File: src/hdl/dtt_pkg.sv
// Shared types and constants of the detection track table.
// No dependencies; imported by detection_track_table.
package dtt_pkg;

	localparam int TABLE_SLOTS = 16;
	localparam int SLOT_W      = (TABLE_SLOTS > 1) ? $clog2(TABLE_SLOTS) : 1;
	localparam int MAX_OUT     = 16;
	localparam int NOUT_W      = $clog2(MAX_OUT + 1);
	localparam int NEAR_MM     = 10;

	localparam int IN_DATA_W   = 80;
	localparam int OUT_DATA_W  = 104;

	// action codes
	localparam logic [2:0] ACT_DETECT = 3'd0;
	localparam logic [2:0] ACT_FRAME  = 3'd1;
	localparam logic [2:0] ACT_TICK   = 3'd2;
	localparam logic [2:0] ACT_QUERY  = 3'd3;
	localparam logic [2:0] ACT_CLEAR  = 3'd4;

	// register indexes
	localparam logic [1:0] REG_MIN_HITS    = 2'd0;
	localparam logic [1:0] REG_DROP_MISSES = 2'd1;
	localparam logic [1:0] REG_THRESHOLDS  = 2'd2;
	localparam logic [1:0] REG_ENABLE      = 2'd3;

	localparam logic [4:0] MISS_NEG_ONE = 5'h1f;

	typedef struct packed {
		logic [15:0]        id;
		logic [2:0]         cls;
		logic signed [15:0] x;
		logic signed [15:0] y;
		logic signed [15:0] z;
		logic [3:0]         hits;
		logic [4:0]         misses;
	} entry_t;

	typedef enum logic [1:0] {
		P_DET,
		P_RET,
		P_LIST,
		P_QRY
	} pass_t;

endpackage

File: src/hdl/detection_track_table.sv
// Top level of the detection track table: sequencer, slot memory, output register.
// Depends on dtt_pkg.
//
// Detection track table. Keeps up to TABLE_SLOTS tracks (id, class, position,
// hit and miss counts) in a synchronous slot memory with a registered read;
// valid bits sit in flip-flops. Every request that touches the table walks all
// slots through the memory's single read port, each slot read, then evaluated:
//   detection (accepted)   : scan, then at most one write
//   end of frame           : retire pass, then list pass
//   timeout tick           : retire pass, then list pass only if it retired;
//                            no walk when a frame came since the previous tick
//   nearest query          : scan plus a squared-distance step per candidate slot
//   clear, paused, gated   : no walk (gated: not above threshold or x, y, z < NEAR_MM)
// A stalled result side holds the walk. A new request is taken only once the
// previous one is finished; a finished result may still wait in the output
// register meanwhile. Listing results carry kind 0, query answers kind 1; tlast
// marks the final result of a request. Configuration writes belong in idle
// periods only.
module detection_track_table (
	input  logic                               clk,
	input  logic                               arst_n,
	// configuration write port
	input  logic                               cfg_we,
	input  logic [1:0]                         cfg_index,
	input  logic [63:0]                        cfg_wdata,
	// request stream
	input  logic                               s_tvalid,
	output logic                               s_tready,
	// object_id[15:0] class_id[18:16] confidence[26:19] pos_x[42:27]
	// pos_y[58:43] pos_z[74:59] filter_by_class[75] use_z[76], zero fill
	input  logic [dtt_pkg::IN_DATA_W-1:0]      s_tdata,
	// action[2:0]
	input  logic [2:0]                         s_tuser,
	// result stream
	output logic                               m_tvalid,
	input  logic                               m_tready,
	// found[0] track_id[16:1] track_x[32:17] track_y[48:33] track_z[64:49]
	// sqr_distance[98:65], zero fill
	output logic [dtt_pkg::OUT_DATA_W-1:0]     m_tdata,
	// kind[0]
	output logic                               m_tuser,
	output logic                               m_tlast
);
	import dtt_pkg::*;

	typedef enum logic [2:0] {
		S_IDLE,
		S_RD,
		S_EV,
		S_SQ,
		S_FIN
	} state_t;

	// configuration
	logic [3:0]  min_hits_q, drop_q;
	logic [63:0] thr_q;
	logic        en_q;

	// table state
	entry_t                 mem [TABLE_SLOTS];
	entry_t                 rd_q;
	logic [TABLE_SLOTS-1:0] valid_q;
	logic                   frame_seen_q;

	// sequencer
	state_t            st_q;
	pass_t             pass_q;
	logic [SLOT_W-1:0] cnt_q;
	logic              tick_q, any_q;

	// captured request
	logic [15:0]        id_q;
	logic [2:0]         cls_q;
	logic signed [15:0] x_q, y_q, z_q;
	logic               filt_q, usez_q;

	// detection match
	logic              hitf_q;
	logic [SLOT_W-1:0] hit_slot_q;
	logic [3:0]        hit_hits_q;
	logic [4:0]        hit_miss_q;

	// listing hold-back (lets the final entry carry tlast)
	logic              pend_v_q;
	entry_t            pend_q;
	logic [NOUT_W-1:0] n_q;

	// query
	logic [33:0] sqx_s1, sqy_s1, sqz_s1;
	entry_t      cand_s1;
	logic        bestf_q;
	logic [33:0] best_d_q;
	entry_t      best_q;

	// output register
	logic        out_v_q, out_kind_q, out_found_q, out_last_q;
	logic [15:0] out_id_q, out_x_q, out_y_q, out_z_q;
	logic [33:0] out_d_q;

	// input field views
	logic [15:0]        in_id;
	logic [2:0]         in_cls;
	logic [7:0]         in_conf;
	logic signed [15:0] in_x, in_y, in_z;
	assign in_id   = s_tdata[15:0];
	assign in_cls  = s_tdata[18:16];
	assign in_conf = s_tdata[26:19];
	assign in_x    = s_tdata[42:27];
	assign in_y    = s_tdata[58:43];
	assign in_z    = s_tdata[74:59];

	assign s_tready = (st_q == S_IDLE);

	logic s_acc;
	assign s_acc = s_tvalid && s_tready;

	logic out_ok;
	assign out_ok = !out_v_q || m_tready;

	logic [3:0] eff_min;
	assign eff_min = (min_hits_q == 4'd0) ? 4'd1 : min_hits_q;

	// detection gate: above class threshold and not with x, y and z all below NEAR_MM
	logic [7:0] thr_sel;
	logic       det_ok;
	assign thr_sel = thr_q[{in_cls, 3'b000} +: 8];
	assign det_ok  = (in_conf > thr_sel) &&
		!((in_x < 16'(NEAR_MM)) && (in_y < 16'(NEAR_MM)) && (in_z < 16'(NEAR_MM)));

	logic cur_valid, cur_conf;
	assign cur_valid = valid_q[cnt_q];
	assign cur_conf  = cur_valid && (rd_q.hits >= eff_min);

	logic last_slot;
	assign last_slot = (cnt_q == SLOT_W'(TABLE_SLOTS - 1));

	// retire arithmetic
	logic [4:0] miss_inc;
	logic       retire_now;
	assign miss_inc   = rd_q.misses + 5'd1;
	assign retire_now = $signed(miss_inc) >= $signed({1'b0, drop_q});

	// lowest free slot
	logic              free_any;
	logic [SLOT_W-1:0] free_slot;
	always_comb begin
		free_any  = 1'b0;
		free_slot = '0;
		for (int i = TABLE_SLOTS - 1; i >= 0; i--) begin
			if (!valid_q[i]) begin
				free_any  = 1'b1;
				free_slot = SLOT_W'(i);
			end
		end
	end

	// updated hit entry
	logic [4:0] hit_inc;
	logic       hit_confirm;
	assign hit_inc     = {1'b0, hit_hits_q} + 5'd1;
	assign hit_confirm = hit_inc >= {1'b0, eff_min};

	// query distance terms
	logic signed [16:0] dx, dy, dz;
	logic signed [33:0] px, py, pz;
	logic [33:0]        dsum;
	assign dx   = 17'(x_q) - 17'(rd_q.x);
	assign dy   = 17'(y_q) - 17'(rd_q.y);
	assign dz   = 17'(z_q) - 17'(rd_q.z);
	assign px   = dx * dx;
	assign py   = dy * dy;
	assign pz   = dz * dz;
	assign dsum = sqx_s1 + sqy_s1 + sqz_s1;

	logic qry_cand;
	assign qry_cand = cur_conf && (!filt_q || (rd_q.cls == cls_q));

	// output register is loaded by the sequencer this cycle
	logic out_load;
	assign out_load = out_ok && (
		(st_q == S_EV && pass_q == P_LIST && cur_conf && n_q < NOUT_W'(MAX_OUT) &&
			pend_v_q) ||
		(st_q == S_FIN && pass_q == P_LIST && pend_v_q) ||
		(st_q == S_FIN && pass_q == P_QRY));

	// memory write port
	logic              we;
	logic [SLOT_W-1:0] waddr;
	entry_t            wdata;
	always_comb begin
		we    = 1'b0;
		waddr = cnt_q;
		wdata = rd_q;
		if (st_q == S_EV && pass_q == P_RET && cur_valid) begin
			we           = 1'b1;
			wdata.misses = miss_inc;
		end else if (st_q == S_FIN && pass_q == P_DET && (hitf_q || free_any)) begin
			we          = 1'b1;
			wdata.id    = id_q;
			wdata.cls   = cls_q;
			wdata.x     = x_q;
			wdata.y     = y_q;
			wdata.z     = z_q;
			if (hitf_q) begin
				waddr        = hit_slot_q;
				wdata.hits   = hit_confirm ? eff_min : hit_inc[3:0];
				wdata.misses = hit_confirm ? MISS_NEG_ONE : hit_miss_q;
			end else begin
				waddr        = free_slot;
				wdata.hits   = 4'd1;
				wdata.misses = MISS_NEG_ONE;
			end
		end
	end

	always_ff @(posedge clk) begin
		if (we)
			mem[waddr] <= wdata;
		rd_q <= mem[cnt_q];
	end

	always_ff @(posedge clk or negedge arst_n) begin
		if (!arst_n) begin
			min_hits_q   <= 4'd1;
			drop_q       <= 4'd3;
			thr_q        <= '1;
			en_q         <= 1'b1;
			valid_q      <= '0;
			frame_seen_q <= 1'b0;
			st_q         <= S_IDLE;
			pass_q       <= P_DET;
			cnt_q        <= '0;
			tick_q       <= 1'b0;
			any_q        <= 1'b0;
			id_q         <= '0;
			cls_q        <= '0;
			x_q          <= '0;
			y_q          <= '0;
			z_q          <= '0;
			filt_q       <= 1'b0;
			usez_q       <= 1'b0;
			hitf_q       <= 1'b0;
			hit_slot_q   <= '0;
			hit_hits_q   <= '0;
			hit_miss_q   <= '0;
			pend_v_q     <= 1'b0;
			pend_q       <= '0;
			n_q          <= '0;
			sqx_s1       <= '0;
			sqy_s1       <= '0;
			sqz_s1       <= '0;
			cand_s1      <= '0;
			bestf_q      <= 1'b0;
			best_d_q     <= '0;
			best_q       <= '0;
			out_v_q      <= 1'b0;
			out_kind_q   <= 1'b0;
			out_found_q  <= 1'b0;
			out_last_q   <= 1'b0;
			out_id_q     <= '0;
			out_x_q      <= '0;
			out_y_q      <= '0;
			out_z_q      <= '0;
			out_d_q      <= '0;
		end else begin
			if (m_tready && !out_load)
				out_v_q <= 1'b0;

			if (cfg_we) begin
				unique case (cfg_index)
					REG_MIN_HITS:    min_hits_q <= cfg_wdata[3:0];
					REG_DROP_MISSES: drop_q     <= cfg_wdata[3:0];
					REG_THRESHOLDS:  thr_q      <= cfg_wdata;
					REG_ENABLE:      en_q       <= cfg_wdata[0];
					default: ;
				endcase
			end

			unique case (st_q)
				S_IDLE: begin
					if (s_acc) begin
						id_q     <= in_id;
						cls_q    <= in_cls;
						x_q      <= in_x;
						y_q      <= in_y;
						z_q      <= in_z;
						filt_q   <= s_tdata[75];
						usez_q   <= s_tdata[76];
						cnt_q    <= '0;
						hitf_q   <= 1'b0;
						any_q    <= 1'b0;
						bestf_q  <= 1'b0;
						pend_v_q <= 1'b0;
						n_q      <= '0;
						case (s_tuser)
							ACT_DETECT: begin
								if (en_q && det_ok) begin
									pass_q <= P_DET;
									st_q   <= S_RD;
								end
							end
							ACT_FRAME: begin
								frame_seen_q <= 1'b1;
								if (en_q) begin
									pass_q <= P_RET;
									tick_q <= 1'b0;
									st_q   <= S_RD;
								end
							end
							ACT_TICK: begin
								if (en_q) begin
									frame_seen_q <= 1'b0;
									if (!frame_seen_q) begin
										pass_q <= P_RET;
										tick_q <= 1'b1;
										st_q   <= S_RD;
									end
								end
							end
							ACT_QUERY: begin
								pass_q <= P_QRY;
								st_q   <= S_RD;
							end
							ACT_CLEAR: begin
								valid_q      <= '0;
								frame_seen_q <= 1'b0;
							end
							default: ;
						endcase
					end
				end

				S_RD: st_q <= S_EV;

				S_EV: begin
					// default: move to the next slot
					logic adv;
					adv = 1'b1;
					case (pass_q)
						P_DET: begin
							if (cur_valid && rd_q.id == id_q && !hitf_q) begin
								hitf_q     <= 1'b1;
								hit_slot_q <= cnt_q;
								hit_hits_q <= rd_q.hits;
								hit_miss_q <= rd_q.misses;
							end
						end
						P_RET: begin
							if (cur_valid && retire_now) begin
								valid_q[cnt_q] <= 1'b0;
								any_q          <= 1'b1;
							end
						end
						P_LIST: begin
							if (cur_conf && n_q < NOUT_W'(MAX_OUT)) begin
								if (pend_v_q && !out_ok) begin
									adv = 1'b0;
								end else begin
									if (pend_v_q) begin
										out_v_q     <= 1'b1;
										out_kind_q  <= 1'b0;
										out_found_q <= 1'b0;
										out_last_q  <= 1'b0;
										out_id_q    <= pend_q.id;
										out_x_q     <= pend_q.x;
										out_y_q     <= pend_q.y;
										out_z_q     <= pend_q.z;
										out_d_q     <= '0;
									end
									pend_v_q <= 1'b1;
									pend_q   <= rd_q;
									n_q      <= n_q + NOUT_W'(1);
								end
							end
						end
						P_QRY: begin
							if (qry_cand) begin
								sqx_s1  <= px;
								sqy_s1  <= py;
								sqz_s1  <= usez_q ? pz : 34'd0;
								cand_s1 <= rd_q;
								adv = 1'b0;
								st_q <= S_SQ;
							end
						end
						default: ;
					endcase
					if (adv) begin
						if (last_slot) begin
							st_q <= S_FIN;
						end else begin
							cnt_q <= cnt_q + SLOT_W'(1);
							st_q  <= S_RD;
						end
					end
				end

				S_SQ: begin
					if (!bestf_q || dsum < best_d_q) begin
						bestf_q  <= 1'b1;
						best_d_q <= dsum;
						best_q   <= cand_s1;
					end
					if (last_slot) begin
						st_q <= S_FIN;
					end else begin
						cnt_q <= cnt_q + SLOT_W'(1);
						st_q  <= S_RD;
					end
				end

				S_FIN: begin
					case (pass_q)
						P_DET: begin
							if (!hitf_q && free_any)
								valid_q[free_slot] <= 1'b1;
							st_q <= S_IDLE;
						end
						P_RET: begin
							if (tick_q && !any_q) begin
								st_q <= S_IDLE;
							end else begin
								pass_q   <= P_LIST;
								cnt_q    <= '0;
								pend_v_q <= 1'b0;
								n_q      <= '0;
								st_q     <= S_RD;
							end
						end
						P_LIST: begin
							if (!pend_v_q) begin
								st_q <= S_IDLE;
							end else if (out_ok) begin
								out_v_q     <= 1'b1;
								out_kind_q  <= 1'b0;
								out_found_q <= 1'b0;
								out_last_q  <= 1'b1;
								out_id_q    <= pend_q.id;
								out_x_q     <= pend_q.x;
								out_y_q     <= pend_q.y;
								out_z_q     <= pend_q.z;
								out_d_q     <= '0;
								pend_v_q    <= 1'b0;
								st_q        <= S_IDLE;
							end
						end
						P_QRY: begin
							if (out_ok) begin
								out_v_q     <= 1'b1;
								out_kind_q  <= 1'b1;
								out_found_q <= bestf_q;
								out_last_q  <= 1'b1;
								out_id_q    <= bestf_q ? best_q.id : 16'd0;
								out_x_q     <= bestf_q ? best_q.x : 16'd0;
								out_y_q     <= bestf_q ? best_q.y : 16'd0;
								out_z_q     <= bestf_q ? best_q.z : 16'd0;
								out_d_q     <= bestf_q ? best_d_q : 34'd0;
								st_q        <= S_IDLE;
							end
						end
						default: ;
					endcase
				end

				default: st_q <= S_IDLE;
			endcase
		end
	end

	assign m_tvalid = out_v_q;
	assign m_tuser  = out_kind_q;
	assign m_tlast  = out_last_q;
	assign m_tdata  = {5'd0, out_d_q, out_z_q, out_y_q, out_x_q, out_id_q, out_found_q};

endmodule
File: config.mk
export PLATFORM = sky130hd
export DESIGN_NAME = detection_track_table
export DESIGN_NICKNAME = d
export VERILOG_FILES = /design/src/hdl/dtt_pkg.sv /design/src/hdl/detection_track_table.sv
export SDC_FILE = /design/constraint.sdc
export NUM_CORES = 2
export LEC_CHECK = 0
export BUFFER_PORTS_ARGS = -buffer_cell sky130_fd_sc_hd__buf_2
export CAP_MARGIN = 30
export CORE_MARGIN = 2
export CORE_UTILIZATION = 35
export DETAILED_ROUTE_END_ITERATION = 10
export PLACE_DENSITY = 0.48
export SYNTH_ARGS = -nofsm -noshare
export SYNTH_HDL_FRONTEND = slang
export SYNTH_SLANG_ARGS = --single-unit
export TNS_END_PERCENT = 20
File: constraint.sdc
create_clock -name clk -period 8.9 [get_ports clk]
set_input_delay 1.78 -clock clk [delete_from_list [all_inputs] [get_ports clk]]
set_output_delay 1.78 -clock clk [all_outputs]
set_load 0.03 [all_outputs]
== Word-level counts from Yosys, hierarchy flattened ==
Memories as Yosys holds them, arrays and structs flattened. A register that Yosys moved wholly into a read port is not among the register bits.
Index checks and enable logic that the tools add are counted.

* Bits in registers: 621
* Bits in writable memories: 1,216
* Memories kept: 1

{| class="wikitable"
|+ Memory list
! name !! words !! width !! rd ports !! clocked after memory_dff !! wr ports !! line !! RTL
|-
| mem || 16 || 76 || 1 || 1 || 1 || detection_track_table.sv:60 || <nowiki>entry_t mem [TABLE_SLOTS];</nowiki>
|}

* Add/sub/neg operators: 9
* Multiply operators: 3
* Magnitude comparators: 13
* Equal/unequal tests: 49
* Shift operators: 1
* Muxes and demuxes: 199
* Bitwise operators: 4
* Reductions and logical operators: 78

{| class="wikitable"
|+ Operators by type and width
! operator !! number
|-
| $mux 16 || 38
|-
| $mux 34 || 9
|-
| $pmux 16 s2 || 8
|-
| $pmux 34 s2 || 2
|-
| $mux 4 || 26
|-
| $mul 17x17->34 || 3
|-
| $mux 76 || 1
|-
| $mux 71 || 1
|-
| $add 34x34->34 || 2
|-
| $shiftx 64x7->8 || 1
|-
| $mux 1 || 60
|-
| $sub 16x16->17 || 3
|-
| $lt 16x5->1 const B || 3
|-
| $pmux 16 s3 || 1
|-
| $mux 5 || 8
|-
| $lt 34x34->1 || 1
|-
| $mux 3 || 11
|-
| $ne 3x3->1 const B || 10
|-
| $logic_and 1x1->1 || 29
|-
| $pmux 1 s2 || 14
|-
| $reduce_and 7->1 || 4
|-
| $pmux 3 s4 || 2
|-
| $ne 2x1->1 const B || 10
|-
| $ne 2x2->1 const B || 9
|-
| 49 further kinds || 100
|}

== Depth between registers and ports, before layout ==
* Word-level depth: 24
* Gate-level depth with buffers: 36

== Least setup slack after synthesis ==
No wires, ideal clock.

* Path type: reg-to-reg
* From: reg z_q[0]
* To: reg sqz_s1[30]
* Setup time: 0.134 ns
* Data arrival time: 8.073 ns
* Data required time: 8.766 ns
* Slack: 0.693 ns
* Cell stages (with the launch flop): 35
* Buffers on the path: 1
* Cells stage by stage: dfrtp_1 -> inv_1 -> ha_1 -> fa_1 -> nand2b_1 -> a21boi_0 -> o21ai_0 -> a21oi_1 -> o21ai_0 -> o21ai_0 -> a211o_1 -> o21ai_1 -> inv_1 -> clkbuf_1 -> nor2_1 -> fa_1 -> inv_1 -> fa_1 -> inv_1 -> fa_1 -> fa_1 -> fa_1 -> inv_1 -> fa_1 -> inv_1 -> ha_1 -> and4_1 -> nor2b_1 -> a221o_1 -> a22o_1 -> a31oi_1 -> a21oi_1 -> a21oi_1 -> xor2_1 -> o31ai_1

* Cells in the longest elaborated chain, start to end: 3

{| class="wikitable"
|+ RTL lines
! element !! line !! RTL
|-
| from (decl) || detection_track_table.sv:74 || <nowiki>logic signed [15:0] x_q, y_q, z_q;</nowiki>
|-
| from (signal assigned) || detection_track_table.sv:286 || <nowiki>z_q <= in_z;</nowiki>
|-
| $sub 16x16->17 || detection_track_table.sv:169 || <nowiki>assign dz = 17'(z_q) - 17'(rd_q.z);</nowiki>
|-
| $mul 17x17->34 || detection_track_table.sv:172 || <nowiki>assign pz = dz * dz;</nowiki>
|-
| $mux 34 || detection_track_table.sv:380 || <nowiki>sqz_s1 <= usez_q ? pz : 34'd0;</nowiki>
|-
| to (signal assigned) || detection_track_table.sv:380 ||
|-
| to (decl) || detection_track_table.sv:89 || <nowiki>logic [33:0] sqx_s1, sqy_s1, sqz_s1;</nowiki>
|}

Every way passes these cells.
A chain may end at the register's enable or synchronous reset.

== Worst setup path in the final report ==
* From: reg x_q[0]
* To: reg sqx_s1[33]

* Cells in the longest elaborated chain, start to end: 2

{| class="wikitable"
|+ RTL lines
! element !! line !! RTL
|-
| from (decl) || detection_track_table.sv:74 ||
|-
| from (signal assigned) || detection_track_table.sv:284 || <nowiki>x_q <= in_x;</nowiki>
|-
| $sub 16x16->17 || detection_track_table.sv:167 || <nowiki>assign dx = 17'(x_q) - 17'(rd_q.x);</nowiki>
|-
| $mul 17x17->34 || detection_track_table.sv:170 || <nowiki>assign px = dx * dx;</nowiki>
|-
| to (signal assigned) || detection_track_table.sv:378 || <nowiki>sqx_s1 <= px;</nowiki>
|-
| to (decl) || detection_track_table.sv:89 ||
|}

Every way passes these cells.

==> metrics.yaml <==
setup_path:
  max_stage_delay_ns: 0.58
  required_ns: 9.60
  crit_path_frequent_cell: "fa_1"
  cp_data_arrival_time_ns: 9.22
  cp_slowest_cell: "fa_1"
  cp-end-kind: "flop"
  crit_type: "reg2reg"
  critPathMaxFanout: 8
  cp-start-kind: "flop"
drt:
  final_antenna_net_count: 0
  drt-initial-drc-count: 4317
  vias: 64400
  avgRoutedWirePerCell_microns: 22.4
  routed_wl_microns: 288000
  dr.pass1.iters: 6
  drcViolationCount: 0
  vias_per_cell: 5.00
clocking:
  cts_buffers: 216
  cts_root_buf: "clkbuf_16"
  tritoncts: "done"
  clk_path_buf_depth: 4
  cts_sinks: 1910
  clk_latency_ns: 0.90
  postCtsHoldBufs: 0
  htreeDepth: 4
  path_clk_slew_ns: 0.08
grt:
  grt_pass1_vias: 68800
  grt_pass1_wl_microns: 436000
  track_usage: 0.183
  grt_overflow: 0
  antenna_found_initial: 9
  grt_max_degree: 148
floorplan:
  ios: 262
  core_area_sq_um: 307000
  row_count: 203
  initial_core_util: 0.352
  dieArea_sq_um: 313000
  die_h_microns: 560
  die_w_microns: 560
synthesis:
  synth_seq_cells: 1910
  ys_seq_area_frac: 0.496
  synth_edf_count: 1216
  syn-mean-instance-area_sq_um: 13.3
  yosys_warnings: 0
  ys_types: 93
  async_flop_share: 0.324
  syn_inst: 8128
  syn-cell-area_sq_um: 108000
  synth_ff_type: "edfxtp_1"
timing:
  tightest_slew_ns: 1.10
  final.setup.tns_ns: 0
  hold_violations: 0
  final.period_utilization: 0.957
  fmax_ghz: 0.117
  fin_worst_skew_ns: 0.103
  finalSetupViolations: 0
  period_needed_ns: 8.52
  relSlewSlack: 0.264
  finalMaxSlewViolations: 0
final_layout:
  area_delta_synth_final_pct: 14.0
  mostFrequentLayoutCells: "1216 x edfxtp_1, 1136 x inv_1, 957 x nand2_1, 845 x fa_1, 545 x dfrtp_1"
  n_fill_cell: 29000
  fin_nets: 9955
  final_common_cell: "edfxtp_1"
  drive_gt1_frac: 0.193
outcome:
  status: "finished, final reports clean"
place:
  place_hpwl_microns: 196000
  globalplace.congestion: 0.837
  portBuffers: 253
run:
  drv_cap: 0
hold_path:
  min_path_type: "reg2reg"
-- metrics by stage --
stage	util	setup slack (ns)	std cells	hold slack [ns]	instance area, sq um
2_1_floorplan	-	0.693	8134	0.440	108000
3_3_place_gp	0.376	0.166	12400	0.455	115000
3_5_place_dp	0.377	0.0644	12400	0.459	115000
4_1_cts	0.400	0.00205	12800	0.461	123000
5_1_grt	0.402	-0.0186	12900	0.487	123000
6_report	0.402	0.379	12900	0.468	123000
-- flip-flops by register name (all words and copies together), names as in the netlist, 34 cells and up --
name and cells:
mem 1216, rd_q 76, best_q 64, cand_s1 64
pend_q 64, thr_q 64, best_d_q 34, out_d_q 34
-- final cells by class --
class / count / area (sq um) / area share
Clock buffer: 289 / 5970 / 0.0485
Antenna cell: 21 / 52.6 / 0.000427
Clock inverter: 115 / 1270 / 0.0103
Sequential cell: 1910 / 53600 / 0.435
Tap cell: 4100 / 5130 / 0.0417
Timing Repair Buffer: 531 / 3670 / 0.0298
Inverter: 1156 / 4360 / 0.0354
Multi-Input combinational cell: 4744 / 49100 / 0.399
-- repair_timing --
action                                  in CTS  in global routing
setup buffers                                0                 14
resized for setup                            0                 48
endpoints found under the setup margin       0                 24
-- kinds of logic (layout without fill, tap and decap cells) --
group | Yosys count | after routing | share of synthesized area
compound gates | 880 | 880 | 0.0517
xor+xnor | 209 | 209 | 0.0170
fa+ha+maj | 1242 | 1242 | 0.203
buf+inv | 1480 | 2091 | 0.0531
flops | 1910 | 1910 | 0.496
mux | 659 | 659 | 0.112
other cells | 2 | 29 | 0.0000695
simple gates | 1746 | 1746 | 0.0676
-- worst paths after layout --
kind	endpoint	from	cells past startpoint	slack, ns
min in group asynchronous	out_d_q[5]	arst_n	1	0.85
worst max register to register	sqx_s1[33]	x_q[0]	34	0.38
worst min register to register	pend_q[45]	rd_q[45]	1	0.47
worst min-delay path	pend_q[45]	rd_q[45]	1	0.47
worst max-delay path	sqx_s1[33]	x_q[0]	34	0.38
max in group asynchronous	thr_q[36]	arst_n	4	6.22
-- Yosys cell counts, drive strengths merged, types with 17 or more instances --
cell	number	area share
a21o	72	0.0050
a21oi	151	0.0070
a22o	38	0.0031
a31oi	90	0.0053
and2	19	0.0011
buf	101	0.0051
clkbuf	223	0.0077
dfrtp	550	0.13
dfstp	68	0.017
dfxtp	76	0.014
edfxtp	1216	0.34
fa	847	0.16
ha	395	0.046
inv	1148	0.040
mux2	245	0.027
mux4	401	0.084
nand2	960	0.033
nand2b	39	0.0023
nand3	119	0.0055
nand4	28	0.0018
nor2	433	0.015
nor2b	28	0.0016
nor3	39	0.0019
nor4	17	0.00098
o211ai	17	0.0013
o21a	30	0.0021
o21ai	306	0.014
o31ai	26	0.0018
xnor2	135	0.011
xor2	74	0.0061
-- per-layer routing --
metal	share of wire	wire length (microns)	GRT usage
met3	0.037	10700	0.0192
met4	0.026	7640	0.0498
met1	0.44	127000	0.248
met2	0.49	143000	0.313
met5	0	0	0
-- critical path, delay by kind of cell, from the launching register on --
kind	cells	cell delay [ns]
and+or+nand+nor	3	0.46
buffers and inverters	8	1.23
xor gates and xnor gates	2	0.43
adders and majority gates	9	3.72
AOI/OAI and AO/OA	12	2.16
DFF	1	0.33
Power is left out: the tool's default activity adds up to more than one toggle a clock period on the data nets, which glitch-free logic cannot reach.
